`config.mk`:
```
export PLATFORM = sky130hd
export DESIGN_NAME = fipg_front
export DESIGN_NICKNAME = d
export VERILOG_FILES = /design/src/hdl/fipg_pkg.sv /design/src/hdl/fipg_front.sv
export SDC_FILE = /design/constraint.sdc
export NUM_CORES = 1
export LEC_CHECK = 0
export ABC_AREA = 1
export CAP_MARGIN = 10
export CORE_ASPECT_RATIO = 1.4
export CORE_UTILIZATION = 50
export DETAILED_ROUTE_END_ITERATION = 8
export DONT_BUFFER_PORTS = 1
export PLACE_DENSITY = 0.63
export SYNTH_ARGS = -nofsm -noshare
export SYNTH_HDL_FRONTEND = slang
export SYNTH_SLANG_ARGS = --single-unit
```
`constraint.sdc`:
```
create_clock -name vclk -period 6
set_input_delay 0.3 -clock vclk [all_inputs]
set_output_delay 0.3 -clock vclk [all_outputs]
set_load 0.01 [all_outputs]
```
`src/hdl/fipg_pkg.sv`:
```
// ----------------------------------------------------------------------------
// fipg_pkg
// Shared types, constants and map coefficient table for the fern IFS point
// generator.
// ----------------------------------------------------------------------------
package fipg_pkg;

    localparam int FRAC_BITS_DEF   = 24;
    localparam int RANDOM_BITS_DEF = 16;

    localparam int INT_BITS    = 8;
    localparam int ORIGIN_BITS = 32;
    localparam int ORIGIN_FRAC = 24;
    localparam int WIN_BITS    = 13;
    localparam int PIX_BITS    = 16;
    localparam int COEF_BITS   = 17;
    localparam int COEF_FRAC   = 16;

    localparam logic [WIN_BITS-1:0] WIN_RESET = WIN_BITS'(800);

    localparam int THR_SCALE = 100;
    localparam int THR_STEM  = 1;
    localparam int THR_LEAF  = 86;
    localparam int THR_LEFT  = 93;
    localparam int THR_EXTRA = 7;

    localparam int PIX_SCALE = 10;

    // floor(m / 10) as (m * DIV10_MUL) >> DIV10_SHIFT, exact for m < 2^23
    localparam int DIV10_SHIFT = 26;
    localparam int DIV10_BITS  = 23;
    localparam logic [DIV10_BITS-1:0] DIV10_MUL =
        DIV10_BITS'((2 ** DIV10_SHIFT + 9) / 10);

    localparam int QUEUE_DEPTH = 2;

    localparam int CFG_INDEX_BITS = 3;
    localparam int CFG_DATA_BITS  = 32;

    localparam logic [CFG_INDEX_BITS-1:0] REG_ORIGIN_X  = 3'd0;
    localparam logic [CFG_INDEX_BITS-1:0] REG_ORIGIN_Y  = 3'd1;
    localparam logic [CFG_INDEX_BITS-1:0] REG_WIDTH     = 3'd2;
    localparam logic [CFG_INDEX_BITS-1:0] REG_HEIGHT    = 3'd3;
    localparam logic [CFG_INDEX_BITS-1:0] REG_INVERT    = 3'd4;
    localparam logic [CFG_INDEX_BITS-1:0] REG_MONO      = 3'd5;

    typedef enum logic [1:0] {
        MAP_STEM,
        MAP_LEAF,
        MAP_LEFT,
        MAP_RIGHT
    } map_t;

    typedef enum logic [1:0] {
        OFS_NONE,
        OFS_1P6,
        OFS_0P44
    } ofs_t;

    typedef enum logic [1:0] {
        COLOR_GREEN,
        COLOR_GREY8,
        COLOR_PURPLE,
        COLOR_GREY2
    } color_t;

    typedef struct packed {
        map_t map;
        logic restart;
    } cmd_t;

    typedef struct packed {
        logic signed [COEF_BITS-1:0] ax;
        logic signed [COEF_BITS-1:0] bx;
        logic signed [COEF_BITS-1:0] ay;
        logic signed [COEF_BITS-1:0] by;
        ofs_t                        ofs;
    } coef_t;

    // Q.16 coefficients of the four fern maps
    function automatic coef_t map_coef(input map_t m);
        coef_t c;
        unique case (m)
            MAP_STEM: begin
                c.ax = COEF_BITS'(0);
                c.bx = COEF_BITS'(0);
                c.ay = COEF_BITS'(0);
                c.by = COEF_BITS'(10486);
                c.ofs = OFS_NONE;
            end
            MAP_LEAF: begin
                c.ax = COEF_BITS'(55706);
                c.bx = COEF_BITS'(2621);
                c.ay = -COEF_BITS'(2621);
                c.by = COEF_BITS'(55706);
                c.ofs = OFS_1P6;
            end
            MAP_LEFT: begin
                c.ax = COEF_BITS'(13107);
                c.bx = -COEF_BITS'(17039);
                c.ay = COEF_BITS'(15073);
                c.by = COEF_BITS'(14418);
                c.ofs = OFS_1P6;
            end
            default: begin
                c.ax = -COEF_BITS'(9830);
                c.bx = COEF_BITS'(18350);
                c.ay = COEF_BITS'(17039);
                c.by = COEF_BITS'(15729);
                c.ofs = OFS_0P44;
            end
        endcase
        return c;
    endfunction

endpackage

```
`src/hdl/fipg_front.sv`:
```
// ----------------------------------------------------------------------------
// fipg_front
// Input side: takes words while the queue has room and picks the fern map
// from the random fraction.
// ----------------------------------------------------------------------------
module fipg_front
    import fipg_pkg::*;
#(
    parameter int RANDOM_BITS = RANDOM_BITS_DEF
) (
    input  logic                   s_valid,
    output logic                   s_ready,
    input  logic [RANDOM_BITS-1:0] s_random_fraction,
    input  logic                   s_restart,
    input  logic                   q_full,
    output logic                   q_push,
    output cmd_t                   q_cmd
);

    localparam int RW = RANDOM_BITS + THR_EXTRA;

    localparam logic [RW-1:0] LIM_STEM = RW'(THR_STEM) << RANDOM_BITS;
    localparam logic [RW-1:0] LIM_LEAF = RW'(THR_LEAF) << RANDOM_BITS;
    localparam logic [RW-1:0] LIM_LEFT = RW'(THR_LEFT) << RANDOM_BITS;

    logic [RW-1:0] r_scaled;

    assign r_scaled = RW'(s_random_fraction) * RW'(THR_SCALE);

    always_comb begin
        q_cmd.restart = s_restart;
        priority if (r_scaled < LIM_STEM) begin
            q_cmd.map = MAP_STEM;
        end else if (r_scaled < LIM_LEAF) begin
            q_cmd.map = MAP_LEAF;
        end else if (r_scaled < LIM_LEFT) begin
            q_cmd.map = MAP_LEFT;
        end else begin
            q_cmd.map = MAP_RIGHT;
        end
    end

    assign s_ready = !q_full;
    assign q_push  = s_valid && !q_full;

endmodule

```
==> flow_summary_export.csv <==
group,metric,value,unit
synth,yosysTopAreaCell,"ha_1",
route,dr.pass1.iters,4,
route,detail_route.wl_per_cell,10.2,um
timing,worst_pin_slew,0.430,ns
layout,design.seq.count,0,
clock_tree,cts_resized,0,
worst_hold_path,hold_path_class,"input pin to output pin",
placement,place_area,1850,um2
setup_path,cp-end-kind,"output pin",
setup_path,critPathKind,"input pin to output pin",
synth,synth.distinct_cells,20,
timing,final.min_clock_period,3.50,ns
setup_path,crit_start,"s_random_fraction[10]",
power,pwr-share-seq,0,
timing,setup_violations,0,
synth,netlist_instances,293,
synth,synth_compound_area_frac,0.0540,
setup_path,required,5.70,ns
route,wl,3.39,mm
timing,timing.final.ws_setup,2.50,ns
power,power.density,180,nW/um2
setup_path,worstPathMaxFanout,6,
synth,ys.warnings.count,0,
layout,fill_cells,382,
floorplanning,rows,25,
timing,fin_tns_setup,0,ns
floorplanning,fp.coreArea,3410,um2
placement,gp_congestion,0.875,
synth,synthSimpleGateAreaFrac,0.316,
setup_path,worst_setup_path_start_kind,"input pin",
setup_path,setup.worst_path.end,"q_cmd[1]",
power,swShare,0.637,
layout,clock_buffers,0,
layout,final_area,1850,um2
synth,muxShareOfSynthArea,0,
placement,port_buffers,0,
route,drcViolationCount,0,
timing,holdWs,0.600,ns
synth,syn_area_per_cell,6.17,um2
grt,grt_max_degree,8,
timing,max_slew_margin,0.711,
power,power_leakage,1.21,nW
synth,syn_area,1810,um2
clock_tree,post-cts-setup-buffers,0,
synth,yosys-top-cells-area,"ha_1 (35%), nand2_1 (17%), inv_1 (16%), fa_1 (11%), nand3_1 (4.2%)",
synth,synth_fp_nets,372,
setup_path,crit_arrival,3.20,ns
power,vdd_drop_max,0.0965,mV
layout,regArea,0,um2
grt,antenna_found_initial,0,
synth,synth_xor_xnor_area_share,0.00484,
timing,hold_viol,0,
grt,grt_pass1_wl,6.04,mm
timing,rsz0062_at_grt,"no",
floorplanning,ioPinCount,24,
timing,slew_violations,0,
outcome,outcome,"finished, final reports clean",
grt,grt_usage,0.202,
route,viasPerCell,4.90,
timing,fmax,286,MHz
power,p_sw,0.212,mW
floorplanning,die_y,73.2,um
layout,drive_gt1_frac,0.0342,
floorplanning,die-area,3860,um2
layout,final_nets,373,
route,dr_total_vias,1626,
floorplanning,start_util,0.530,
route,dr.first_iter.drc_count,11,
placement,dpl_worst_slack,2.51,ns
route,postRouteAntennaNets,0,
layout,antennaDiodeCount,0,
synth,yosysTopAreaCellShare,0.346,
grt,grt-ovfl-total,0,
grt,grt_pass1_vias,1574,
placement,hpwl,3.22,mm
synth,synth-seq-area-share,0,
synth,synthAdderAreaFrac,0.457,
layout,area.growth.synth_to_final,2.35,%
power,power.internal,0.121,mW
floorplanning,die-width,52.8,um
clock_tree,ctsHoldBuffers,0,
synth,synth_top_family_by_area,"adder cells",
timing,period_share,0.583,
job,maxCapViolations,0,
power,pwr-share-clk,0,
power,combPwrFrac,1.000,
## layout make-up
cell class / count / area (um2) / share of cell area
tap: 40 / 50.0 / 0.0270
inverter: 79 / 297 / 0.160
multi-input combinational: 213 / 1500 / 0.813
## synth_stat cells, drive strengths merged
library cell	number
nor2	16
o21ai	6
nand4	4
inv	79
o21a	1
and2	3
buf	1
ha	50
fa	10
nor4	1
nor3	3
nand2	90
nand3	16
a21oi	12
xor2	1
## power by group through the flow
stage          Clock, mW  Combinational, mW  Sequential, mW
6_report               0              0.334               0
5_1_grt                0              0.394               0
4_1_cts                0              0.337               0
3_5_place_dp           0              0.335               0
3_3_place_gp           0              0.334               0
2_1_floorplan          0              0.273               0
## critical path, cell delays in order
cell	delay, ns
ha_1	0.28
ha_1	0.29
inv_1	0.05
fa_1	0.50
inv_1	0.04
ha_1	0.38
a21oi_1	0.28
o21ai_1	0.12
a21oi_1	0.26
nand2_1	0.11
nand2_1	0.08
nand2_2	0.06
o21ai_1	0.12
nand2_1	0.12
nand3_1	0.09
nand2_1	0.05
inv_1	0.09
## worst min path at each step
stage,startpoint,to,slack [ns],depth (start not counted)
2_1_floorplan,q_full,s_ready,0.64,1
3_3_place_gp,s_restart,q_cmd[0],0.60,0
3_5_place_dp,s_restart,q_cmd[0],0.60,0
4_1_cts,s_restart,q_cmd[0],0.60,0
5_1_grt,s_restart,q_cmd[0],0.60,0
6_report,s_restart,q_cmd[0],0.60,0
## cell usage in the layout, fill, tap and decap left out
master	n
nand2_1	84
inv_1	78
ha_1	50
nor2_1	15
nand3_1	15
a21oi_1	12
fa_1	10
nand2_2	6
o21ai_0	4
nand4_1	4
nor3_1	3
and2_1	3
o21ai_1	2
xor2_1	1
o21a_1	1
nor2_2	1
nand3_2	1
inv_2	1
nor4_2	1
## metrics by stage
| stage | utilization | power [mW] | instances |
|---|---|---|---|
| 2_1_floorplan | - | 0.273 | 293 |
| 3_3_place_gp | 0.543 | 0.334 | 332 |
| 6_report | 0.543 | 0.334 | 332 |
| 3_5_place_dp | 0.543 | 0.335 | 332 |
| 4_1_cts | 0.543 | 0.337 | 332 |
| 5_1_grt | 0.543 | 0.394 | 332 |
## routing by layer
| layer | routed length [um] | GRT usage |
|---|---|---|
| met3 | 49 | 0.00208 |
| met2 | 1800 | 0.421 |
| met5 | 0 | 0 |
| met4 | 0 | 0 |
| met1 | 1540 | 0.230 |
## logic make-up (layout without fill, tap and decap cells)
logic type	Yosys count	count (layout)
adder cells (fa/ha/maj)	60	60
XOR/XNOR	1	1
AO/OA/AOI/OAI	19	19
AND/OR/NAND/NOR	133	133
buffers and inverters	80	79
Power figures use the tool's default switching activity.
