<file path="src/hdl/fipg_pkg.sv">
// ----------------------------------------------------------------------------
// fipg_pkg
// Shared types, constants and map coefficient table for the fern IFS point
// generator.
// ----------------------------------------------------------------------------
package fipg_pkg;

    localparam int FRAC_BITS_DEF   = 24;
    localparam int RANDOM_BITS_DEF = 16;

    localparam int INT_BITS    = 8;
    localparam int ORIGIN_BITS = 32;
    localparam int ORIGIN_FRAC = 24;
    localparam int WIN_BITS    = 13;
    localparam int PIX_BITS    = 16;
    localparam int COEF_BITS   = 17;
    localparam int COEF_FRAC   = 16;

    localparam logic [WIN_BITS-1:0] WIN_RESET = WIN_BITS'(800);

    localparam int THR_SCALE = 100;
    localparam int THR_STEM  = 1;
    localparam int THR_LEAF  = 86;
    localparam int THR_LEFT  = 93;
    localparam int THR_EXTRA = 7;

    localparam int PIX_SCALE = 10;

    // floor(m / 10) as (m * DIV10_MUL) >> DIV10_SHIFT, exact for m < 2^23
    localparam int DIV10_SHIFT = 26;
    localparam int DIV10_BITS  = 23;
    localparam logic [DIV10_BITS-1:0] DIV10_MUL =
        DIV10_BITS'((2 ** DIV10_SHIFT + 9) / 10);

    localparam int QUEUE_DEPTH = 2;

    localparam int CFG_INDEX_BITS = 3;
    localparam int CFG_DATA_BITS  = 32;

    localparam logic [CFG_INDEX_BITS-1:0] REG_ORIGIN_X  = 3'd0;
    localparam logic [CFG_INDEX_BITS-1:0] REG_ORIGIN_Y  = 3'd1;
    localparam logic [CFG_INDEX_BITS-1:0] REG_WIDTH     = 3'd2;
    localparam logic [CFG_INDEX_BITS-1:0] REG_HEIGHT    = 3'd3;
    localparam logic [CFG_INDEX_BITS-1:0] REG_INVERT    = 3'd4;
    localparam logic [CFG_INDEX_BITS-1:0] REG_MONO      = 3'd5;

    typedef enum logic [1:0] {
        MAP_STEM,
        MAP_LEAF,
        MAP_LEFT,
        MAP_RIGHT
    } map_t;

    typedef enum logic [1:0] {
        OFS_NONE,
        OFS_1P6,
        OFS_0P44
    } ofs_t;

    typedef enum logic [1:0] {
        COLOR_GREEN,
        COLOR_GREY8,
        COLOR_PURPLE,
        COLOR_GREY2
    } color_t;

    typedef struct packed {
        map_t map;
        logic restart;
    } cmd_t;

    typedef struct packed {
        logic signed [COEF_BITS-1:0] ax;
        logic signed [COEF_BITS-1:0] bx;
        logic signed [COEF_BITS-1:0] ay;
        logic signed [COEF_BITS-1:0] by;
        ofs_t                        ofs;
    } coef_t;

    // Q.16 coefficients of the four fern maps
    function automatic coef_t map_coef(input map_t m);
        coef_t c;
        unique case (m)
            MAP_STEM: begin
                c.ax = COEF_BITS'(0);
                c.bx = COEF_BITS'(0);
                c.ay = COEF_BITS'(0);
                c.by = COEF_BITS'(10486);
                c.ofs = OFS_NONE;
            end
            MAP_LEAF: begin
                c.ax = COEF_BITS'(55706);
                c.bx = COEF_BITS'(2621);
                c.ay = -COEF_BITS'(2621);
                c.by = COEF_BITS'(55706);
                c.ofs = OFS_1P6;
            end
            MAP_LEFT: begin
                c.ax = COEF_BITS'(13107);
                c.bx = -COEF_BITS'(17039);
                c.ay = COEF_BITS'(15073);
                c.by = COEF_BITS'(14418);
                c.ofs = OFS_1P6;
            end
            default: begin
                c.ax = -COEF_BITS'(9830);
                c.bx = COEF_BITS'(18350);
                c.ay = COEF_BITS'(17039);
                c.by = COEF_BITS'(15729);
                c.ofs = OFS_0P44;
            end
        endcase
        return c;
    endfunction

endpackage

</file>
<file path="src/hdl/fipg_point.sv">
// ----------------------------------------------------------------------------
// fipg_point
// Point update unit: multiplies the stored point (the origin on a restart)
// by the selected map coefficients, then sums, adds the offset to y and saturates into the point.
// ----------------------------------------------------------------------------
module fipg_point
    import fipg_pkg::*;
#(
    parameter int FRAC_BITS = FRAC_BITS_DEF
) (
    input  logic                                  aclk,
    input  logic                                  aresetn,
    input  logic                                  q_valid,
    input  cmd_t                                  q_cmd,
    output logic                                  q_pop,
    input  logic signed [FRAC_BITS+INT_BITS-1:0]  origin_x,
    input  logic signed [FRAC_BITS+INT_BITS-1:0]  origin_y,
    input  logic                                  adv,
    output logic                                  out_valid,
    output logic signed [FRAC_BITS+INT_BITS-1:0]  out_x,
    output logic signed [FRAC_BITS+INT_BITS-1:0]  out_y
);

    localparam int PW  = FRAC_BITS + INT_BITS;
    localparam int PRW = PW + COEF_BITS;
    localparam int SW  = PRW + 1 - COEF_FRAC;
    localparam int YW  = SW + 1;

    localparam longint ONE_L = longint'(1) << FRAC_BITS;
    localparam logic signed [SW-1:0] OFS_1P6_V  = SW'((ONE_L * 8 + 2) / 5);
    localparam logic signed [SW-1:0] OFS_0P44_V = SW'((ONE_L * 11 + 12) / 25);

    localparam logic signed [PW-1:0] PT_MAX = {1'b0, {(PW-1){1'b1}}};
    localparam logic signed [PW-1:0] PT_MIN = {1'b1, {(PW-1){1'b0}}};

    function automatic logic signed [PW-1:0] sat_pt(input logic signed [YW-1:0] v);
        logic [YW-PW:0] top;
        top = v[YW-1:PW-1];
        if (&top || ~|top) begin
            return v[PW-1:0];
        end
        return v[YW-1] ? PT_MIN : PT_MAX;
    endfunction

    logic                    s1_valid_reg;
    logic signed [PRW-1:0]   pax_reg, pbx_reg, pay_reg, pby_reg;
    logic signed [PRW-1:0]   pax_next, pbx_next, pay_next, pby_next;
    ofs_t                    ofs_reg;
    logic signed [PW-1:0]    point_x_reg, point_y_reg;
    logic signed [PW-1:0]    point_x_next, point_y_next;
    logic                    out_valid_reg;
    logic signed [PW-1:0]    out_x_reg, out_y_reg;

    logic signed [PW-1:0]    x_in, y_in;
    coef_t                   coef;
    logic signed [PRW:0]     sum_x, sum_y;
    logic signed [SW-1:0]    sx, sy, ofs_val;
    logic signed [YW-1:0]    ny_full;

    assign q_pop = q_valid && !s1_valid_reg;
    assign coef  = map_coef(q_cmd.map);
    assign x_in  = q_cmd.restart ? origin_x : point_x_reg;
    assign y_in  = q_cmd.restart ? origin_y : point_y_reg;

    assign pax_next = PRW'(x_in) * PRW'(coef.ax);
    assign pbx_next = PRW'(y_in) * PRW'(coef.bx);
    assign pay_next = PRW'(x_in) * PRW'(coef.ay);
    assign pby_next = PRW'(y_in) * PRW'(coef.by);

    always_comb begin
        sum_x = (PRW+1)'(pax_reg) + (PRW+1)'(pbx_reg);
        sum_y = (PRW+1)'(pay_reg) + (PRW+1)'(pby_reg);
        sx = sum_x[PRW:COEF_FRAC];
        sy = sum_y[PRW:COEF_FRAC];
        unique case (ofs_reg)
            OFS_1P6:  ofs_val = OFS_1P6_V;
            OFS_0P44: ofs_val = OFS_0P44_V;
            default:  ofs_val = '0;
        endcase
        ny_full      = YW'(sy) + YW'(ofs_val);
        point_x_next = sat_pt(YW'(sx));
        point_y_next = sat_pt(ny_full);
    end

    always_ff @(posedge aclk) begin
        if (q_pop) begin
            pax_reg <= pax_next;
            pbx_reg <= pbx_next;
            pay_reg <= pay_next;
            pby_reg <= pby_next;
            ofs_reg <= coef.ofs;
        end
        if (adv) begin
            out_x_reg <= point_x_next;
            out_y_reg <= point_y_next;
        end
    end

    always_ff @(posedge aclk) begin
        if (!aresetn) begin
            s1_valid_reg  <= 1'b0;
            out_valid_reg <= 1'b0;
            point_x_reg   <= '0;
            point_y_reg   <= '0;
        end else begin
            if (q_pop) begin
                s1_valid_reg <= 1'b1;
            end else if (adv) begin
                s1_valid_reg <= 1'b0;
            end
            if (adv) begin
                out_valid_reg <= s1_valid_reg;
            end
            if (s1_valid_reg && adv) begin
                point_x_reg <= point_x_next;
                point_y_reg <= point_y_next;
            end
        end
    end

    assign out_valid = out_valid_reg;
    assign out_x     = out_x_reg;
    assign out_y     = out_y_reg;

    a_one_in_flight: assert property (@(posedge aclk) disable iff (!aresetn)
        (s1_valid_reg && adv) |=> !s1_valid_reg)
        else $error("new update issued before point write");

endmodule

</file>
<file path="config.mk">
export PLATFORM = sky130hd
export DESIGN_NAME = fipg_point
export DESIGN_NICKNAME = d
export VERILOG_FILES = /design/src/hdl/fipg_pkg.sv /design/src/hdl/fipg_point.sv
export SDC_FILE = /design/constraint.sdc
export NUM_CORES = 2
export LEC_CHECK = 0
export BUFFER_PORTS_ARGS = -buffer_cell sky130_fd_sc_hd__buf_2
export CAP_MARGIN = 20
export CORE_MARGIN = 2
export CORE_UTILIZATION = 60
export DETAILED_ROUTE_END_ITERATION = 10
export GPL_TIMING_DRIVEN = 0
export PLACE_DENSITY = 0.77
export SKIP_CTS_REPAIR_TIMING = 1
export SYNTH_ARGS = -nofsm -noshare
export SYNTH_HDL_FRONTEND = slang
export SYNTH_SLANG_ARGS = --single-unit
</file>
<file path="constraint.sdc">
create_clock -name aclk -period 32.9 [get_ports aclk]
set_clock_uncertainty 0.2 [all_clocks]
set_input_delay 6.58 -clock aclk [delete_from_list [all_inputs] [get_ports aclk]]
set_output_delay 6.58 -clock aclk [all_outputs]
set_load 0.03 [all_outputs]
</file>
==> flow_metrics.tcl <==
set metrics [dict create \
    layout_min_cycle_time_ns 17.46 \
    hpwl_um 235000 \
    post-route-drc-count 0 \
    slew_viol_final 0 \
    clock_latency_ns 0.66 \
    regArea_mm2 0.00919 \
    h-tree-depth 2 \
    drt_iter0_drc 6492 \
    grt_pass1_wl_um 404000 \
    overflow 0 \
    numCtsBuffers 41 \
    end_kind "flip-flop" \
    fp-row-count 136 \
    wl_per_cell_um 25.1 \
    syn_area_mm2 0.0829 \
    drive_gt1_share_pct 4.05 \
    async_flop_share_pct 0 \
    regToRegSetupSlack_ns 22.85 \
    multi_input_comb_area_mm2 0.0630 \
    grt_setup_unrepaired "no" \
    grt_max_degree 42 \
    hp-class "flip-flop to flip-flop" \
    vias_per_cell 5.74 \
    finalHoldViolCount 0 \
    ys_seq_area_share_pct 11.1 \
    path_max_fanout 11 \
    drv_cap 0 \
    cts.sinks 328 \
    initial_core_util_pct 60.4 \
    vias 61700 \
    yosysWarnings 0 \
    drt_wl_total_um 270000 \
    rr_worst_depth 28 \
    firstDrtPassIters 8 \
    grt_usage_pct 39.5 \
    synthTopCellsByArea "fa_1, inv_1, ha_1, edfxtp_1, nand2_1" \
    crit_type "input pin to flip-flop" \
    dieArea_mm2 0.141 \
    root_buffer "clkbuf_16" \
    avgSynthCellArea_um2 9.57 \
    yosys-top-cells-count "inv_1, fa_1, ha_1" \
    die_w_um 376 \
    crit_path_frequent_cell "fa_1" \
    setup_viol 0 \
    slew_headroom_pct 12.6 \
    rr_startpoint "point_y_reg[1]" \
    synth_cells 8666 \
    critPathSlowestCell "buf_1" \
    worst_pin_slew_ns 1.31 \
    yosys_register_bits 328 \
    fin_setup_tns_ns 0 \
    max_freq_mhz 57.3 \
    finalCritPeriodShare_pct 53.1 \
    ios 137 \
    die_y_um 376 \
    grt_pass1_vias 64800 \
    r2r_end "pbx_reg[47]" \
    slowest_delay_ns 0.94 \
    cts_tree "yes" \
    startpoint_type "input pin" \
    syn_to_final_growth_pct 6.17 \
    nFillCells 11500 \
    synth-edff-count 262 \
    synthDistinctLibCells 89 \
    synth_most_common_cell "inv_1" \
    antenna_found_initial 7 \
    worstHoldStart "point_y_reg[22]" \
    critPathRequiredTime_ns 33.01 \
    port_buffers 135 \
    hold_depth 2 \
    outcome "complete, no violations" \
    core_mm2 0.137 \
    min_to "point_y_reg[22]" \
    final_antenna_net_count 0 \
    synth_top_area_share_pct 44.3 \
    clockBufferDepth 3 \
    synth_area_leader_cell "fa_1" \
    nets 11500 \
    cp.arrival_ns 17.58 \
    synth_flop_cell "edfxtp_1" \
    clk_pin_slew_worst_paths_ns 0.06 \
    gp_congestion 1.06 \
]
-- placed cells by master (no fill, tap or decap), types with 18 or more instances in the layout --
cell	n
xor2_1	105
nand2_1	556
a21boi_0	23
a21oi_1	307
nor2_1	416
o21a_1	44
buf_2	145
clkbuf_16	42
edfxtp_1	262
and3_1	29
buf_8	18
nand3_1	87
o21bai_1	31
and2_1	119
mux2_2	34
ha_1	718
nor2b_1	42
xnor2_1	231
nand4_1	34
o21ai_0	181
o2bb2ai_1	31
nor3_1	44
a21o_1	163
dfxtp_1	66
inv_1	2685
a31oi_1	29
a211oi_1	21
fa_1	1835
mux2i_1	63
buf_6	19
nand2b_1	70
o21ai_1	42
clkbuf_1	132
-- layer usage --
metal / GRT usage, % / routed length, µm
met5: 0 / 88
met4: 23.5 / 20700
met3: 11.8 / 30500
met2: 58.0 / 115000
met1: 52.1 / 103000
-- logic make-up after synthesis --
| kind of cell | share of synthesized area, % |
|---|---|
| simple gates | 8.01 |
| other cells | 0.00452 |
| compound gates | 8.05 |
| flops | 11.1 |
| fa+ha+maj | 55.1 |
| mux | 1.25 |
| buf+inv | 12.9 |
| xor+xnor | 3.55 |
-- cell type report --
| class | count | area share [%] |
|---|---|---|
| tap | 1794 | 2.55 |
| buffer | 156 | 0.716 |
| timing repair buffer | 194 | 1.68 |
| multi-input combinational | 5489 | 71.6 |
| clock buffer | 55 | 1.31 |
| clock inverter | 20 | 0.205 |
| antenna | 13 | 0.0369 |
| sequential | 328 | 10.4 |
| inverter | 2695 | 11.5 |
-- critical path, delay by kind of cell --
kind | cells | cell delay, ns
compound gates | 11 | 3.45
xor+xnor | 1 | 0.51
fa+ha+maj | 7 | 3.33
buf+inv | 8 | 2.71
mux | 1 | 0.67
simple gates | 1 | 0.24
-- worst max-delay path by stage --
| stage | startpoint | endpoint | slack [ns] | cells after the start |
|---|---|---|---|---|
| 2_1_floorplan | q_valid | q_pop | 10.63 | 1 |
| 3_3_place_gp | q_valid | q_pop | 4.62 | 3 |
| 3_5_place_dp | q_cmd[2] | pay_reg[47] | 14.95 | 30 |
| 4_1_cts | q_cmd[2] | pay_reg[47] | 15.46 | 30 |
| 5_1_grt | q_cmd[0] | pbx_reg[47] | 15.41 | 33 |
| 6_report | q_cmd[0] | pay_reg[48] | 15.44 | 29 |
-- metrics by stage --
step	util (%)	hold slack, ns	cell area [µm²]	setup WS, ns	instances
global route	64.1	0.269	88000	15.41	10700
detailed placement	63.0	0.242	86500	14.95	10600
floorplan	-	0.224	82900	10.63	8668
global placement	62.5	0.233	85900	4.62	10600
finish	64.1	0.248	88100	15.44	10700
CTS	64.0	0.250	87900	15.46	10700
Power is left out: the tool's default activity adds up to more than one toggle a clock period on the data nets, which glitch-free logic cannot reach.
