## src/hdl/fipg_pkg.sv

```systemverilog
// ----------------------------------------------------------------------------
// fipg_pkg
// Shared types, constants and map coefficient table for the fern IFS point
// generator.
// ----------------------------------------------------------------------------
package fipg_pkg;

    localparam int FRAC_BITS_DEF   = 24;
    localparam int RANDOM_BITS_DEF = 16;

    localparam int INT_BITS    = 8;
    localparam int ORIGIN_BITS = 32;
    localparam int ORIGIN_FRAC = 24;
    localparam int WIN_BITS    = 13;
    localparam int PIX_BITS    = 16;
    localparam int COEF_BITS   = 17;
    localparam int COEF_FRAC   = 16;

    localparam logic [WIN_BITS-1:0] WIN_RESET = WIN_BITS'(800);

    localparam int THR_SCALE = 100;
    localparam int THR_STEM  = 1;
    localparam int THR_LEAF  = 86;
    localparam int THR_LEFT  = 93;
    localparam int THR_EXTRA = 7;

    localparam int PIX_SCALE = 10;

    // floor(m / 10) as (m * DIV10_MUL) >> DIV10_SHIFT, exact for m < 2^23
    localparam int DIV10_SHIFT = 26;
    localparam int DIV10_BITS  = 23;
    localparam logic [DIV10_BITS-1:0] DIV10_MUL =
        DIV10_BITS'((2 ** DIV10_SHIFT + 9) / 10);

    localparam int QUEUE_DEPTH = 2;

    localparam int CFG_INDEX_BITS = 3;
    localparam int CFG_DATA_BITS  = 32;

    localparam logic [CFG_INDEX_BITS-1:0] REG_ORIGIN_X  = 3'd0;
    localparam logic [CFG_INDEX_BITS-1:0] REG_ORIGIN_Y  = 3'd1;
    localparam logic [CFG_INDEX_BITS-1:0] REG_WIDTH     = 3'd2;
    localparam logic [CFG_INDEX_BITS-1:0] REG_HEIGHT    = 3'd3;
    localparam logic [CFG_INDEX_BITS-1:0] REG_INVERT    = 3'd4;
    localparam logic [CFG_INDEX_BITS-1:0] REG_MONO      = 3'd5;

    typedef enum logic [1:0] {
        MAP_STEM,
        MAP_LEAF,
        MAP_LEFT,
        MAP_RIGHT
    } map_t;

    typedef enum logic [1:0] {
        OFS_NONE,
        OFS_1P6,
        OFS_0P44
    } ofs_t;

    typedef enum logic [1:0] {
        COLOR_GREEN,
        COLOR_GREY8,
        COLOR_PURPLE,
        COLOR_GREY2
    } color_t;

    typedef struct packed {
        map_t map;
        logic restart;
    } cmd_t;

    typedef struct packed {
        logic signed [COEF_BITS-1:0] ax;
        logic signed [COEF_BITS-1:0] bx;
        logic signed [COEF_BITS-1:0] ay;
        logic signed [COEF_BITS-1:0] by;
        ofs_t                        ofs;
    } coef_t;

    // Q.16 coefficients of the four fern maps
    function automatic coef_t map_coef(input map_t m);
        coef_t c;
        unique case (m)
            MAP_STEM: begin
                c.ax = COEF_BITS'(0);
                c.bx = COEF_BITS'(0);
                c.ay = COEF_BITS'(0);
                c.by = COEF_BITS'(10486);
                c.ofs = OFS_NONE;
            end
            MAP_LEAF: begin
                c.ax = COEF_BITS'(55706);
                c.bx = COEF_BITS'(2621);
                c.ay = -COEF_BITS'(2621);
                c.by = COEF_BITS'(55706);
                c.ofs = OFS_1P6;
            end
            MAP_LEFT: begin
                c.ax = COEF_BITS'(13107);
                c.bx = -COEF_BITS'(17039);
                c.ay = COEF_BITS'(15073);
                c.by = COEF_BITS'(14418);
                c.ofs = OFS_1P6;
            end
            default: begin
                c.ax = -COEF_BITS'(9830);
                c.bx = COEF_BITS'(18350);
                c.ay = COEF_BITS'(17039);
                c.by = COEF_BITS'(15729);
                c.ofs = OFS_0P44;
            end
        endcase
        return c;
    endfunction

endpackage

```

## src/hdl/fipg_pixel.sv

```systemverilog
// ----------------------------------------------------------------------------
// fipg_pixel
// Pixel mapping pipeline: offset, scale by window size, divide by ten units,
// saturate, window test and color. Ends in the result register.
// ----------------------------------------------------------------------------
module fipg_pixel
    import fipg_pkg::*;
#(
    parameter int FRAC_BITS = FRAC_BITS_DEF
) (
    input  logic                                  aclk,
    input  logic                                  aresetn,
    input  logic                                  in_valid,
    input  logic signed [FRAC_BITS+INT_BITS-1:0]  in_x,
    input  logic signed [FRAC_BITS+INT_BITS-1:0]  in_y,
    input  logic signed [FRAC_BITS+INT_BITS-1:0]  origin_x,
    input  logic signed [FRAC_BITS+INT_BITS-1:0]  origin_y,
    input  logic [WIN_BITS-1:0]                   image_width,
    input  logic [WIN_BITS-1:0]                   image_height,
    input  logic                                  invert_colors,
    input  logic                                  monochrome,
    output logic                                  adv,
    output logic                                  m_valid,
    input  logic                                  m_ready,
    output logic signed [PIX_BITS-1:0]            m_pixel_x,
    output logic signed [PIX_BITS-1:0]            m_pixel_y,
    output logic                                  m_in_window,
    output logic [1:0]                            m_color_code
);

    localparam int PW     = FRAC_BITS + INT_BITS;
    localparam int DW     = PW + 2;
    localparam int LO     = DW / 2;
    localparam int HI     = DW - LO;
    localparam int LPW    = LO + WIN_BITS;
    localparam int HPW    = HI + WIN_BITS + 1;
    localparam int NW     = DW + WIN_BITS + 1;
    localparam int TW     = NW - FRAC_BITS;
    localparam int MAG    = TW - 1;
    localparam int PRDW   = MAG + DIV10_BITS;
    localparam int QB     = PRDW - DIV10_SHIFT;
    localparam int KW     = WIN_BITS + 4;
    localparam int STAGES = 6;

    localparam logic signed [DW-1:0] TEN_ONE =
        DW'(longint'(PIX_SCALE) << FRAC_BITS);
    localparam logic [NW-1:0] RMASK = (NW'(1) << FRAC_BITS) - NW'(1);
    localparam logic signed [PIX_BITS-1:0] PIX_MAX = {1'b0, {(PIX_BITS-1){1'b1}}};
    localparam logic signed [PIX_BITS-1:0] PIX_MIN = {1'b1, {(PIX_BITS-1){1'b0}}};

    function automatic logic signed [PIX_BITS-1:0] sat_pix(
        input logic signed [QB:0] v
    );
        logic [QB-PIX_BITS+1:0] top;
        top = v[QB:PIX_BITS-1];
        if (&top || ~|top) begin
            return v[PIX_BITS-1:0];
        end
        return v[QB] ? PIX_MIN : PIX_MAX;
    endfunction

    logic [STAGES-1:0]        vld_reg;

    logic signed [DW-1:0]     dx_reg, ey_reg;
    logic [LPW-1:0]           lox_reg, loy_reg;
    logic signed [HPW-1:0]    hix_reg, hiy_reg;
    logic signed [NW-1:0]     nx_reg, ny_reg;
    logic signed [TW-1:0]     tx_reg, ty_reg;
    logic                     negx_reg, negy_reg;
    logic [PRDW-1:0]          prdx_reg, prdy_reg;
    logic signed [PIX_BITS-1:0] px_reg, py_reg;
    logic                     win_reg;
    color_t                   color_reg;

    logic signed [DW-1:0]     dx_next, ey_next;
    logic [LPW-1:0]           lox_next, loy_next;
    logic signed [HPW-1:0]    hix_next, hiy_next;
    logic [KW-1:0]            kx;
    logic signed [NW-1:0]     nx_next, ny_next;
    logic [NW-1:0]            adjx, adjy;
    logic [TW-1:0]            magx, magy;
    logic [PRDW-1:0]          prdx_next, prdy_next;
    logic [QB-1:0]            qx, qy;
    logic signed [QB:0]       svx, svy;
    logic signed [PIX_BITS-1:0] px_next, py_next;
    logic                     win_next;
    color_t                   color_next;

    assign m_valid = vld_reg[STAGES-1];
    assign adv     = !m_valid || m_ready;

    always_comb begin
        dx_next = DW'(in_x) - DW'(origin_x);
        ey_next = TEN_ONE + DW'(origin_y) - DW'(in_y);

        lox_next = LPW'(dx_reg[LO-1:0]) * LPW'(image_width);
        loy_next = LPW'(ey_reg[LO-1:0]) * LPW'(image_height);
        hix_next = HPW'($signed(dx_reg[DW-1:LO])) * HPW'($signed({1'b0, image_width}));
        hiy_next = HPW'($signed(ey_reg[DW-1:LO])) * HPW'($signed({1'b0, image_height}));

        kx = KW'(image_width[WIN_BITS-1:1]) * KW'(PIX_SCALE);
        nx_next = (NW'(hix_reg) <<< LO) + NW'(lox_reg) + (NW'(kx) << FRAC_BITS);
        ny_next = (NW'(hiy_reg) <<< LO) + NW'(loy_reg);

        // truncate toward zero
        adjx = nx_reg + (nx_reg[NW-1] ? RMASK : '0);
        adjy = ny_reg + (ny_reg[NW-1] ? RMASK : '0);

        magx = tx_reg[TW-1] ? -tx_reg : tx_reg;
        magy = ty_reg[TW-1] ? -ty_reg : ty_reg;
        prdx_next = PRDW'(magx[MAG-1:0]) * PRDW'(DIV10_MUL);
        prdy_next = PRDW'(magy[MAG-1:0]) * PRDW'(DIV10_MUL);

        qx  = prdx_reg[DIV10_SHIFT +: QB];
        qy  = prdy_reg[DIV10_SHIFT +: QB];
        svx = negx_reg ? -(QB+1)'(qx) : (QB+1)'(qx);
        svy = negy_reg ? -(QB+1)'(qy) : (QB+1)'(qy);
        px_next = sat_pix(svx);
        py_next = sat_pix(svy);

        win_next = !px_next[PIX_BITS-1] && !py_next[PIX_BITS-1]
                && ({1'b0, px_next[PIX_BITS-2:0]} < PIX_BITS'(image_width))
                && ({1'b0, py_next[PIX_BITS-2:0]} < PIX_BITS'(image_height));

        if (invert_colors) begin
            color_next = monochrome ? COLOR_GREY2 : COLOR_PURPLE;
        end else begin
            color_next = monochrome ? COLOR_GREY8 : COLOR_GREEN;
        end
    end

    always_ff @(posedge aclk) begin
        if (adv) begin
            dx_reg    <= dx_next;
            ey_reg    <= ey_next;
            lox_reg   <= lox_next;
            loy_reg   <= loy_next;
            hix_reg   <= hix_next;
            hiy_reg   <= hiy_next;
            nx_reg    <= nx_next;
            ny_reg    <= ny_next;
            tx_reg    <= adjx[NW-1:FRAC_BITS];
            ty_reg    <= adjy[NW-1:FRAC_BITS];
            negx_reg  <= tx_reg[TW-1];
            negy_reg  <= ty_reg[TW-1];
            prdx_reg  <= prdx_next;
            prdy_reg  <= prdy_next;
            px_reg    <= px_next;
            py_reg    <= py_next;
            win_reg   <= win_next;
            color_reg <= color_next;
        end
    end

    always_ff @(posedge aclk) begin
        if (!aresetn) begin
            vld_reg <= '0;
        end else if (adv) begin
            vld_reg <= {vld_reg[STAGES-2:0], in_valid};
        end
    end

    assign m_pixel_x    = px_reg;
    assign m_pixel_y    = py_reg;
    assign m_in_window  = win_reg;
    assign m_color_code = color_reg;

    a_window_nonneg: assert property (@(posedge aclk) disable iff (!aresetn)
        (m_valid && m_in_window) |-> (!m_pixel_x[PIX_BITS-1] && !m_pixel_y[PIX_BITS-1]))
        else $error("in-window pixel with negative coordinate");

endmodule
```

## config.mk

```make
export PLATFORM = sky130hd
export DESIGN_NAME = fipg_pixel
export DESIGN_NICKNAME = d
export VERILOG_FILES = /design/src/hdl/fipg_pkg.sv /design/src/hdl/fipg_pixel.sv
export SDC_FILE = /design/constraint.sdc
export NUM_CORES = 2
export LEC_CHECK = 0
export ABC_AREA = 0
export BUFFER_PORTS_ARGS = -buffer_cell sky130_fd_sc_hd__buf_2
export CAP_MARGIN = 5
export CORE_ASPECT_RATIO = 0.75
export CORE_UTILIZATION = 30
export DETAILED_ROUTE_END_ITERATION = 6
export MAX_ROUTING_LAYER = met4
export PLACE_DENSITY = 0.43
export REMOVE_ABC_BUFFERS = 1
export SLEW_MARGIN = 20
export SYNTH_ARGS = -nofsm -noshare
export SYNTH_HDL_FRONTEND = slang
export SYNTH_SLANG_ARGS = --single-unit
```

## constraint.sdc

```tcl
create_clock -name aclk -period 30.3 [get_ports aclk]
set_input_delay 6.06 -clock aclk [delete_from_list [all_inputs] [get_ports aclk]]
set_output_delay 6.06 -clock aclk [all_outputs]
set_load 0.03 [all_outputs]
```

==> results.md <==
* CP max stage delay at approximately 0.54 ns
* Register area share after synthesis at 0.1757
* Yosys reg bits at 415
* Met1 GRT Util at 0.2303
* Crit path max-delay family: buffers and inverters
* CTS buffer count at 56
* Setup ws final at about 17 ns
* Distinct cells, synth at 87
* Mapped Area at roughly 71000 um^2
* Status: finished clean
* Crit path capture: adv
* Worst Skew at roughly 0.061 ns
* DR iter-0 viols at roughly 2400
* Critical-path cell list: buf_2 -> nor2b_1 -> inv_8 -> buf_2
* Most Frequent Cell on Critical Path: buf_2
* Reg2Reg Depth at 28
* Post-Synthesis Cells at 6984
* Worst R2R Start: ty_reg[0]$_DFFE_PP_
* Buffers from clock root to sink, at most at 3
* Via Count at roughly 47000
* FMAX at approximately 0.074 GHz
* Area grow syn2layout at 9.060%
* Ranking of synthesized cells by area: fa_1 33%, edfxtp_1 17%, ha_1 17%
* Reg-to-Reg End: prdy_reg[40]$_DFFE_PP_
* DP HPWL at 147800 um
* Die ar. at 237300 um^2
* Asr flop ratio synth at 0
* Die Height at 422.1 um
* Largest net degree at the start of global routing at between 100 and 150
* Initial Util at 0.3032
* Post-synth top area share at 0.3293
* Fraction of layout cells with a size suffix above 1 at 0.05116
* CP Max Fanout at 40
* Buffers added on ports at 196
* Later-pin clock latency in the skew report at between 0.7 and 0.8 ns
* Slew of the pin with the lowest slew margin at between 1 and 1.5 ns
* Hold-fix buffers at CTS at 0
* Critical path required time at around 24 ns
* Nets at approximately 9400
* First-pass GRT wire length at between 200000 and 300000 um
* EDFF count, synth at roughly 410
* Die width at between 500 and 600 um
* Critical Path Start Type: primary input
* Area leader, netlist: fa_1
* Total gr overflow at 0
* Tmin final at 13.43 ns
* Internal reg-to-reg setup slack at slightly below 20 ns
* Total routed wirelength at around 180000 um
* HP Class: reg -> reg
* Setup TNS at 0 ns
* CTS H-tree depth at 2
* Number of global-route vias before repair at 50330
* Routed Antenna Nets at 0
* Max-cap violations at 0
* Area of the core at between 200000 and 250000 um^2
* Routability cong. at 0.8716
* Worst path depth at 4
* Post-CTS resize count at 0
* Initial antenna violation count at 5
* DRC Markers at 0
* Crit-path slowest cell: nor2b_1
* Root Driver: clkbuf_16
* Avg Cell Area, Syn at between 10 and 15 um^2
* Row count at 153
* GR Util All Layers at 0.1614
* Buf+Inv Stages, Crit Path at 3
* Post-Place Worst Slack at 16.80 ns
* Post-CTS setup buffers at 0
* Reg clk slew, reported paths at approximately 0.070 ns
* Top_reg_cell synth: edfxtp_1
* GRT Max-Usage Layer: met2
* Post-synth top cells: 1477 x inv_1, 1161 x fa_1, 972 x ha_1
* Arrival @ worst endpoint at about 7.4 ns
* Synth warn at 0
* Setup Crit Path Kind: in -> out
* Clock sink count at just over 400
* First-pass iteration count of the detailed router at 5
* Critical path origin: m_ready
* Routed len/inst at 17.74 um
* Unrepaired setup endpoints after global routing: false
* IO Pins at slightly below 200
* Final period util at 0.4434
* Via density at around 4.6
* TritonCTS clock tree: yes
* Final hold vios at 0
* Relative slew margins at 0.2289
* Critical Path End Type: output port
* Cell with the most instances after synthesis: inv_1
* Met2 GRT Util at 0.2437
* Slew Limit Fails at 0
* Setup violators final at 0
* Met3 GRT Util at 0.02327
[placed cells by master, fill, tap and decap left out, types with 9 or more instances in the layout]
cell / n
inv_1: 1476
fa_1: 1161
ha_1: 972
nand2_1: 642
and2_1: 411
edfxtp_1: 409
xnor2_1: 287
a21oi_1: 239
buf_2: 196
nor2_1: 190
o21ai_0: 135
xor2_1: 110
a21o_1: 105
clkbuf_16: 56
nand3_1: 55
o21a_1: 52
nor3_1: 50
nand4_1: 45
buf_4: 45
a211oi_1: 41
nand2b_1: 40
nor2b_1: 33
o21bai_1: 31
and3_1: 30
o31ai_1: 27
or3_1: 21
a31oi_1: 21
o21ai_1: 18
clkbuf_1: 13
a31o_2: 12
a21boi_0: 12
clkinv_1: 12
or4_1: 11
and4_1: 11
o211ai_1: 11
o41ai_1: 9
nor4_1: 9
[per-stage QoR]
stage          cells  instance area, um^2    util  hold WS, ns
2_1_floorplan   6811                69940       -       0.4003
3_3_place_gp   10150                75180  0.3230       0.4031
3_5_place_dp   10150                75180  0.3230       0.4045
4_1_cts        10250                76980  0.3307       0.3461
5_1_grt        10260                76980  0.3307       0.3820
6_report       10260                76980  0.3307       0.3548
[worst min-delay path by stage]
stage,startpoint,to,depth (start not counted)
finish,lox_reg[7]$_DFFE_PP_,nx_reg[7]$_DFFE_PP_,0
global route,lox_reg[7]$_DFFE_PP_,nx_reg[7]$_DFFE_PP_,0
CTS,lox_reg[7]$_DFFE_PP_,nx_reg[7]$_DFFE_PP_,0
detailed placement,lox_reg[1]$_DFFE_PP_,nx_reg[1]$_DFFE_PP_,0
global placement,lox_reg[10]$_DFFE_PP_,nx_reg[10]$_DFFE_PP_,0
floorplan,lox_reg[0]$_DFFE_PP_,nx_reg[0]$_DFFE_PP_,0
[per-layer routing]
layer	share of wire	vias to the layer above
met5	0	-
met1	0.50	23860
met2	0.44	690
met4	0.019	0
li1	-	22540
met3	0.042	141
[layout make-up]
class / count / area (um^2)
inverters: 1480 / 5563
repair buffers: 242 / 1339
flip-flops and latches: 415 / 12400
multi-input cells: 4916 / 52000
clock buffers: 69 / 1450
fillers: 23990 / 155800
diodes: 1 / 2.502
well taps: 3100 / 3879
clock inverters: 32 / 349.1
[cells by family after synthesis]
logic type                 Yosys count  synth area share
muxes                                1         0.0001418
DFF                                415            0.1757
adders and majority gates         2133            0.5016
AOI/OAI and AO/OA                  809           0.07567
and+or+nand+nor                   1575            0.1096
buffers and inverters             1653           0.08792
xor gates and xnor gates           398           0.04938
Power is left out: the tool's default activity adds up to more than one toggle a clock period on the data nets, which glitch-free logic cannot reach.
