--- config.mk ---
export PLATFORM = sky130hd
export DESIGN_NAME = fipg_queue
export DESIGN_NICKNAME = d
export VERILOG_FILES = /design/src/hdl/fipg_pkg.sv /design/src/hdl/fipg_queue.sv
export SDC_FILE = /design/constraint.sdc
export NUM_CORES = 1
export LEC_CHECK = 0
export BUFFER_PORTS_ARGS = -buffer_cell sky130_fd_sc_hd__buf_2
export CAP_MARGIN = 20
export CORE_AREA = 2 2 39 41
export CTS_CLUSTER_SIZE = 40
export DETAILED_ROUTE_END_ITERATION = 6
export DIE_AREA = 0 0 41 43
export GPL_TIMING_DRIVEN = 0
export PLACE_DENSITY = 0.54
export SYNTH_ARGS = -nofsm -noshare
export SYNTH_HDL_FRONTEND = slang
export SYNTH_SLANG_ARGS = --single-unit
--- constraint.sdc ---
create_clock -name aclk -period 1.4 [get_ports aclk]
set_input_delay 0.07 -clock aclk [delete_from_list [all_inputs] [get_ports aclk]]
set_output_delay 0.07 -clock aclk [all_outputs]
set_load 0.005 [all_outputs]
--- src/hdl/fipg_pkg.sv ---
// ----------------------------------------------------------------------------
// fipg_pkg
// Shared types, constants and map coefficient table for the fern IFS point
// generator.
// ----------------------------------------------------------------------------
package fipg_pkg;

    localparam int FRAC_BITS_DEF   = 24;
    localparam int RANDOM_BITS_DEF = 16;

    localparam int INT_BITS    = 8;
    localparam int ORIGIN_BITS = 32;
    localparam int ORIGIN_FRAC = 24;
    localparam int WIN_BITS    = 13;
    localparam int PIX_BITS    = 16;
    localparam int COEF_BITS   = 17;
    localparam int COEF_FRAC   = 16;

    localparam logic [WIN_BITS-1:0] WIN_RESET = WIN_BITS'(800);

    localparam int THR_SCALE = 100;
    localparam int THR_STEM  = 1;
    localparam int THR_LEAF  = 86;
    localparam int THR_LEFT  = 93;
    localparam int THR_EXTRA = 7;

    localparam int PIX_SCALE = 10;

    // floor(m / 10) as (m * DIV10_MUL) >> DIV10_SHIFT, exact for m < 2^23
    localparam int DIV10_SHIFT = 26;
    localparam int DIV10_BITS  = 23;
    localparam logic [DIV10_BITS-1:0] DIV10_MUL =
        DIV10_BITS'((2 ** DIV10_SHIFT + 9) / 10);

    localparam int QUEUE_DEPTH = 2;

    localparam int CFG_INDEX_BITS = 3;
    localparam int CFG_DATA_BITS  = 32;

    localparam logic [CFG_INDEX_BITS-1:0] REG_ORIGIN_X  = 3'd0;
    localparam logic [CFG_INDEX_BITS-1:0] REG_ORIGIN_Y  = 3'd1;
    localparam logic [CFG_INDEX_BITS-1:0] REG_WIDTH     = 3'd2;
    localparam logic [CFG_INDEX_BITS-1:0] REG_HEIGHT    = 3'd3;
    localparam logic [CFG_INDEX_BITS-1:0] REG_INVERT    = 3'd4;
    localparam logic [CFG_INDEX_BITS-1:0] REG_MONO      = 3'd5;

    typedef enum logic [1:0] {
        MAP_STEM,
        MAP_LEAF,
        MAP_LEFT,
        MAP_RIGHT
    } map_t;

    typedef enum logic [1:0] {
        OFS_NONE,
        OFS_1P6,
        OFS_0P44
    } ofs_t;

    typedef enum logic [1:0] {
        COLOR_GREEN,
        COLOR_GREY8,
        COLOR_PURPLE,
        COLOR_GREY2
    } color_t;

    typedef struct packed {
        map_t map;
        logic restart;
    } cmd_t;

    typedef struct packed {
        logic signed [COEF_BITS-1:0] ax;
        logic signed [COEF_BITS-1:0] bx;
        logic signed [COEF_BITS-1:0] ay;
        logic signed [COEF_BITS-1:0] by;
        ofs_t                        ofs;
    } coef_t;

    // Q.16 coefficients of the four fern maps
    function automatic coef_t map_coef(input map_t m);
        coef_t c;
        unique case (m)
            MAP_STEM: begin
                c.ax = COEF_BITS'(0);
                c.bx = COEF_BITS'(0);
                c.ay = COEF_BITS'(0);
                c.by = COEF_BITS'(10486);
                c.ofs = OFS_NONE;
            end
            MAP_LEAF: begin
                c.ax = COEF_BITS'(55706);
                c.bx = COEF_BITS'(2621);
                c.ay = -COEF_BITS'(2621);
                c.by = COEF_BITS'(55706);
                c.ofs = OFS_1P6;
            end
            MAP_LEFT: begin
                c.ax = COEF_BITS'(13107);
                c.bx = -COEF_BITS'(17039);
                c.ay = COEF_BITS'(15073);
                c.by = COEF_BITS'(14418);
                c.ofs = OFS_1P6;
            end
            default: begin
                c.ax = -COEF_BITS'(9830);
                c.bx = COEF_BITS'(18350);
                c.ay = COEF_BITS'(17039);
                c.by = COEF_BITS'(15729);
                c.ofs = OFS_0P44;
            end
        endcase
        return c;
    endfunction

endpackage

--- src/hdl/fipg_queue.sv ---
// ----------------------------------------------------------------------------
// fipg_queue
// Short command queue between the front and the point update unit.
// ----------------------------------------------------------------------------
module fipg_queue
    import fipg_pkg::*;
(
    input  logic aclk,
    input  logic aresetn,
    input  logic push,
    input  cmd_t push_cmd,
    output logic full,
    input  logic pop,
    output logic valid,
    output cmd_t pop_cmd
);

    localparam int AW = (QUEUE_DEPTH > 1) ? $clog2(QUEUE_DEPTH) : 1;
    localparam int CW = $clog2(QUEUE_DEPTH + 1);
    localparam logic [AW-1:0] LAST = AW'(QUEUE_DEPTH - 1);
    localparam logic [CW-1:0] CNT_FULL = CW'(QUEUE_DEPTH);

    cmd_t          mem [QUEUE_DEPTH];
    logic [AW-1:0] wr_ptr_reg, wr_ptr_next;
    logic [AW-1:0] rd_ptr_reg, rd_ptr_next;
    logic [CW-1:0] count_reg, count_next;

    assign full    = (count_reg == CNT_FULL);
    assign valid   = (count_reg != '0);
    assign pop_cmd = mem[rd_ptr_reg];

    always_comb begin
        wr_ptr_next = (wr_ptr_reg == LAST) ? '0 : wr_ptr_reg + 1'b1;
        rd_ptr_next = (rd_ptr_reg == LAST) ? '0 : rd_ptr_reg + 1'b1;
        count_next  = count_reg;
        if (push && !pop) begin
            count_next = count_reg + 1'b1;
        end else if (pop && !push) begin
            count_next = count_reg - 1'b1;
        end
    end

    always_ff @(posedge aclk) begin
        if (push) begin
            mem[wr_ptr_reg] <= push_cmd;
        end
    end

    always_ff @(posedge aclk) begin
        if (!aresetn) begin
            wr_ptr_reg <= '0;
            rd_ptr_reg <= '0;
            count_reg  <= '0;
        end else begin
            if (push) begin
                wr_ptr_reg <= wr_ptr_next;
            end
            if (pop) begin
                rd_ptr_reg <= rd_ptr_next;
            end
            count_reg <= count_next;
        end
    end

    a_no_overflow: assert property (@(posedge aclk) disable iff (!aresetn)
        push |-> !full)
        else $error("queue push while full");

    a_no_underflow: assert property (@(posedge aclk) disable iff (!aresetn)
        pop |-> valid)
        else $error("queue pop while empty");

    a_count_grows: assert property (@(posedge aclk) disable iff (!aresetn)
        (push && !pop) |=> count_reg == $past(count_reg) + 1'b1)
        else $error("queue count lost a word");

endmodule

==> impl_metrics.csv, run 1 <==
group,metric,value,unit
routing,firstDrtPassIters,3,
placement,pre_cts_ws,0.256,ns
final_layout,area_growth,30.2,%
clock_network,root_buffer,"clkbuf_4",
final_layout,final_cells,65,
floorplan,io_pins,12,
clock_network,cts_max_path_buffers,2,
worst_hold_path,hold_class,"in -> reg",
global_route,grt_pass1_vias,240,
final_layout,stdcell_area,567,um^2
floorplan,core,0.00138,mm^2
routing,drtIter0Drc,4,
logic_synthesis,ys_warn_count,0,
worst_hold_path,worstHoldStart,"aresetn",
global_route,use_met2,0.131,
power,vdd_drop_max,0.500,mV
logic_synthesis,synth_top_family_by_area,"simple AND/OR/NAND/NOR gates",
floorplan,dieArea,0.00176,mm^2
clock_network,clk_pin_slew,0.06,ns
global_route,busiest_layer,"met2",
logic_synthesis,synthesis.nets,39,
placement,dpl-instance-area,510,um^2
routing,routed_wl,638,um
routing,drcViolationCount,0,
global_route,grt_max_degree,7,
worst_hold_path,hold_depth,2,
timing,fmax,0.850,GHz
clock_network,clock_sinks,11,
timing,skew,0.0000907,ns
critical_path,rrSetupSlack,0.36,ns
logic_synthesis,syn_inst,31,
logic_synthesis,syn-cell-area,435,um^2
global_route,grt_usage,0.0796,
critical_path,slowest_delay,0.38,ns
timing,finalHoldWorstSlack,0.0663,ns
power,leakagePower,0.242,nW
floorplan,die_w,41,um
timing,rsz0062_at_grt,"no",
timing,finalHoldViolCount,0,
critical_path,crit_type,"reg -> out",
run,cap_viol_max_count,0,
global_route,use_met3,0.0314,
logic_synthesis,synth-xor-area-share,0.0603,
timing,worstMarginPinSlew,0.310,ns
final_layout,utilization,0.410,
placement,io_buffer_count,11,
routing,wl_per_cell,9.82,um
placement,dp_hpwl,512,um
power,power_density,1210,mW/mm^2
critical_path,crit_slowest_cell,"dfxtp_1",
critical_path,startpoint_type,"flip-flop",
critical_path,r2r-start,"count_reg[0]",
timing,fin_ws,0.224,ns
timing,setup_violations,0,
logic_synthesis,synth_cell_type_count,15,
routing,num_vias,272,
placement,gp_congestion,0.603,
final_layout,antenna_cells,0,
clock_network,clkLatencyLatePin,0.25,ns
logic_synthesis,synth-simple-area-share,0.135,
final_layout,drive_gt1_frac,0.388,
final_layout,n_fill_cell,132,
timing,fin_crit_sh,0.840,
floorplan,die_h,43,um
clock_network,cts_buffers,3,
final_layout,layout_commonest_cell,"buf_2",
final_layout,final_cell_mix,"buf_2 (11), edfxtp_1 (6), dfxtp_1 (5)",
timing,period_minus_slack,1.18,ns
timing,fin_setup_tns,0,ns
placement,place_inst,58,
logic_synthesis,ys_ff_latch,11,
clock_network,htree_levels,1,
logic_synthesis,ys_seq_area_frac,0.644,
routing,antenna_left,0,
global_route,grt_util_met1,0.0814,
critical_path,critical_path_arrival,1.11,ns
floorplan,rows,14,
logic_synthesis,synth_compound_area_frac,0.0460,
final_layout,largest_reg_flops,6,
routing,routed_via_density,4.18,
worst_hold_path,min_to,"wr_ptr_reg",
power,p_total,0.687,mW
clock_network,cts_tree,"built",
global_route,overflow,0,
timing,maxSlewHeadroom,0.793,
critical_path,worstPathMaxFanout,3,
clock_network,cts_setup_buffers,0,
critical_path,r2r_end,"count_reg[1]",
run_status,status,"finished, final reports clean",
logic_synthesis,synthMuxAreaShare,0.0776,
logic_synthesis,synth_fa_ha_area_frac,0.0287,
floorplan,start_util,0.315,
global_route,grt_pass1_wl,917,um
timing,drv_slew,0,
logic_synthesis,syn_avg_cell_area,14.0,um^2
global_route,antenna_found_initial,0,
critical_path,cp_cell_sequence,"mux2_2, buf_2",
critical_path,crit_required,1.33,ns
critical_path,r2r.worst_path.cells,3,
final_layout,fin_nets,58,
critical_path,worst_setup_path_end_kind,"output pin",
==> final cells by class <==
class                   instances  area, um^2  share of cell area
flip-flops and latches         11         280               0.494
multi-input cells              19         151               0.267
repair buffers                 14        85.1               0.150
clock buffers                   4        26.3              0.0464
well taps                      16        20.0              0.0353
inverters                       1        3.75             0.00662
==> per-layer routing <==
metal | share of wire | wire (um)
met1 | 0.42 | 270
met2 | 0.50 | 320
met3 | 0.074 | 47
met4 | 0 | 0
met5 | 0 | 0
==> report_power, final <==
part           total (mW)  internal [mW]  leakage [nW]  switching [mW]
Combinational       0.103         0.0644         0.129          0.0386
Sequential          0.383          0.367        0.0979          0.0155
Clock               0.201          0.110        0.0150          0.0914
==> how the worst max path moves through the flow <==
stage                         endpoint         start  slack [ns]
after floorplan           count_reg[1]  count_reg[0]        0.44
after global placement    count_reg[1]          push        0.32
after detailed placement  count_reg[1]          push        0.26
after CTS                   pop_cmd[1]     flip-flop        0.20
after global routing        pop_cmd[1]     flip-flop        0.18
final                       pop_cmd[1]     flip-flop        0.22
==> cells in the mapped netlist (all sizes together) <==
cell / instances / area (um^2)
a21boi: 1 / 7.51
and2: 4 / 25.0
and2b: 1 / 8.76
dfxtp: 5 / 100
edfxtp: 6 / 180
ha: 1 / 12.5
inv: 1 / 3.75
mux2: 3 / 33.8
nor2b: 2 / 12.5
o21a: 1 / 7.51
o21ai: 1 / 5.00
or2: 1 / 6.26
or3: 1 / 6.26
xnor2: 1 / 8.76
xor2: 2 / 17.5
==> cells by family after synthesis <==
group / count (synthesis)
AND/OR/NAND/NOR: 9
adder cells (fa/ha/maj): 1
flip-flops: 11
XOR/XNOR: 3
multiplexers: 3
AO/OA/AOI/OAI: 3
buffers and inverters: 1
==> worst max-delay path: cells and delay by family, from the launching register on <==
| kind | cells | cell delay, ns |
|---|---|---|
| mux | 1 | 0.35 |
| buf+inv | 1 | 0.12 |
| flops | 1 | 0.38 |
==> what timing repair did <==
| action | CTS | global route |
|---|---|---|
| endpoints found under the hold margin | 6 | 0 |
| gates resized for setup | 0 | 0 |
| hold buffers | 3 | 0 |
Note: power is estimated with default switching activity, not from simulation.
==> run 2, diff against run 1 <==
Settings changed: ABC_AREA set to 1, PLACE_DENSITY 0.54 to 0.57.
Clock period 1.4 ns to 1 ns, I/O delays scaled along.
==> impl_metrics.csv, run 2 <==
group,metric,value,unit
critical_path,crit_type,"reg -> out",
clock_network,root_buffer,"clkbuf_4",
critical_path,worstPathMaxFanout,3,
floorplan,die_h,43,um
final_layout,largest_reg_flops,6,
clock_network,clock_sinks,11,
run_status,status,"complete, but fails checks",
global_route,grt_pass1_vias,289,
critical_path,critical_path_arrival,1.05,ns
clock_network,cts_buffers,3,
logic_synthesis,ys_ff_latch,11,
timing,period_minus_slack,1.10,ns
global_route,antenna_found_initial,0,
final_layout,fin_nets,69,
timing,maxSlewHeadroom,0.829,
power,vdd_drop_max,0.598,mV
timing,worstMarginPinSlew,0.255,ns
timing,rsz0062_at_grt,"yes",
logic_synthesis,yosys.area.top_type_share,0.407,
global_route,grt_usage,0.105,
logic_synthesis,yosysTopAreaCell,"edfxtp_1",
final_layout,area_growth,37.3,%
timing,fin_ws,-0.0956,ns
critical_path,crit_required,0.95,ns
floorplan,rows,14,
routing,drtIter0Drc,2,
routing,antenna_left,0,
logic_synthesis,async_reset_ff_frac,0,
power,power_density,1620,mW/mm^2
routing,num_vias,311,
clock_network,clkLatencyLatePin,0.26,ns
final_layout,utilization,0.439,
worst_hold_path,hold_class,"in -> reg",
clock_network,htree_levels,1,
logic_synthesis,synth_edf_count,6,
logic_synthesis,synth_top_cells_by_area,"edfxtp_1 (41%), dfxtp_1 (23%), mux2_2 (7.6%), inv_1 (6.8%), nor2_1 (5.1%)",
global_route,grt_pass1_wl,1.10,mm
routing,routed_wl,639,um
logic_synthesis,synth_cell_type_count,15,
placement,place_inst,69,
final_layout,antenna_cells,0,
logic_synthesis,ys_warn_count,0,
routing,routed_via_density,4.09,
floorplan,core,0.00138,mm^2
timing,fmax,0.913,GHz
logic_synthesis,synthTopCellsByCount,"inv_1 (8), edfxtp_1 (6), nor2_1 (6), dfxtp_1 (5), nand2_1 (5)",
timing,skew,0.00125,ns
floorplan,io_pins,12,
routing,drcViolationCount,0,
clock_network,cts_setup_buffers,0,
logic_synthesis,synthFlopType,"edfxtp_1",
final_layout,n_fill_cell,133,
timing,finalHoldViolCount,0,
clock_network,cts_tree,"built",
timing,setup_violations,3,
critical_path,startpoint_type,"flip-flop",
run_status,violations,"negative setup slack",
global_route,overflow,0,
logic_synthesis,syn_avg_cell_area,10.5,um^2
critical_path,crit_slowest_cell,"dfxtp_4",
power,leakagePower,0.290,nW
critical_path,worst_setup_path_end_kind,"output pin",
logic_synthesis,ys_seq_area_frac,0.633,
placement,dp_hpwl,493,um
timing,fin_crit_sh,1.10,
clock_network,cts_max_path_buffers,2,
final_layout,drive_gt1_frac,0.333,
routing,wl_per_cell,8.41,um
logic_synthesis,yosysMostFrequentCell,"inv_1",
timing,finalHoldWorstSlack,0.0333,ns
logic_synthesis,synthesis.nets,50,
run,cap_viol_max_count,0,
final_layout,final_cell_mix,"inv_1 (8), buf_2 (8), nor2_1 (6), edfxtp_1 (6), nand2_1 (5)",
floorplan,dieArea,0.00176,mm^2
routing,firstDrtPassIters,2,
clock_network,clk_pin_slew,0.06,ns
logic_synthesis,syn_inst,42,
floorplan,start_util,0.320,
critical_path,slowest_delay,0.37,ns
global_route,grt_max_degree,7,
placement,io_buffer_count,11,
final_layout,final_cells,76,
logic_synthesis,syn-cell-area,443,um^2
placement,gp_congestion,0.649,
timing,drv_slew,0,
critical_path,cp_cell_sequence,"mux2_4, buf_6",
floorplan,die_w,41,um
run 2: repair_timing:
item / CTS / global route
endpoints found under the setup margin: 3 / 3
pin swaps: 0 / 0
hold endpoints to repair: 6 / 0
gates resized for setup: 8 / 0
hold buffers: 3 / 0
run 2: logic make-up after synthesis:
logic type / count (synthesis) / share of synthesized area
compound gates: 2 / 0.0226
mux: 3 / 0.0763
flops: 11 / 0.633
simple gates: 15 / 0.144
fa+ha+maj: 1 / 0.0282
buf+inv: 9 / 0.0763
xor+xnor: 1 / 0.0198
run 2: area by class of cell:
type,count,area (um^2),area share
flip-flops and latches,11,284,0.467
multi-input cells,22,140,0.230
repair buffers,14,104,0.171
inverters,9,33.8,0.0556
clock buffers,4,26.3,0.0432
well taps,16,20.0,0.0329
run 2: final timing paths:
kind,start,end,slack (ns),depth (start not counted)
max,flip-flop,pop_cmd[0],-0.1,2
min reg2reg,count_reg[0],count_reg[0],0.50,1
min,aresetn,count_reg[1],0.03,3
max reg2reg,wr_ptr_reg,mem[0][0],0.13,1
run 2: per-layer routing:
layer,vias to the layer above,GRT usage,part of all wire
met5,-,0,0
met4,0,0.100,0.016
met3,2,0.0628,0.056
met2,10,0.147,0.49
met1,130,0.0973,0.44
li1,169,-,-
run 2: stage by stage:
step	power, mW	worst slack, ns	cell area, um^2	TNS [ns]
after floorplan	0.618	0.202	443	0
after detailed placement	0.669	0.118	518	0
after global placement	0.666	0.124	518	0
after global routing	1.05	-0.147	608	-0.436
after CTS	1.01	-0.115	608	-0.337
final	0.982	-0.0956	608	-0.284
run 2: report_power, final:
group / total [mW] / internal, mW / leakage, nW / switching [mW]
logic: 0.158 / 0.0916 / 0.176 / 0.0665
registers: 0.534 / 0.513 / 0.0986 / 0.0212
clock network: 0.290 / 0.154 / 0.0150 / 0.136
total: 0.982 / 0.759 / 0.290 / 0.223
run 2: critical path, delay by kind of cell, from the launching register on:
family	cells	cell delay [ns]
buffers and inverters	1	0.11
flip-flops	1	0.37
multiplexers	1	0.30
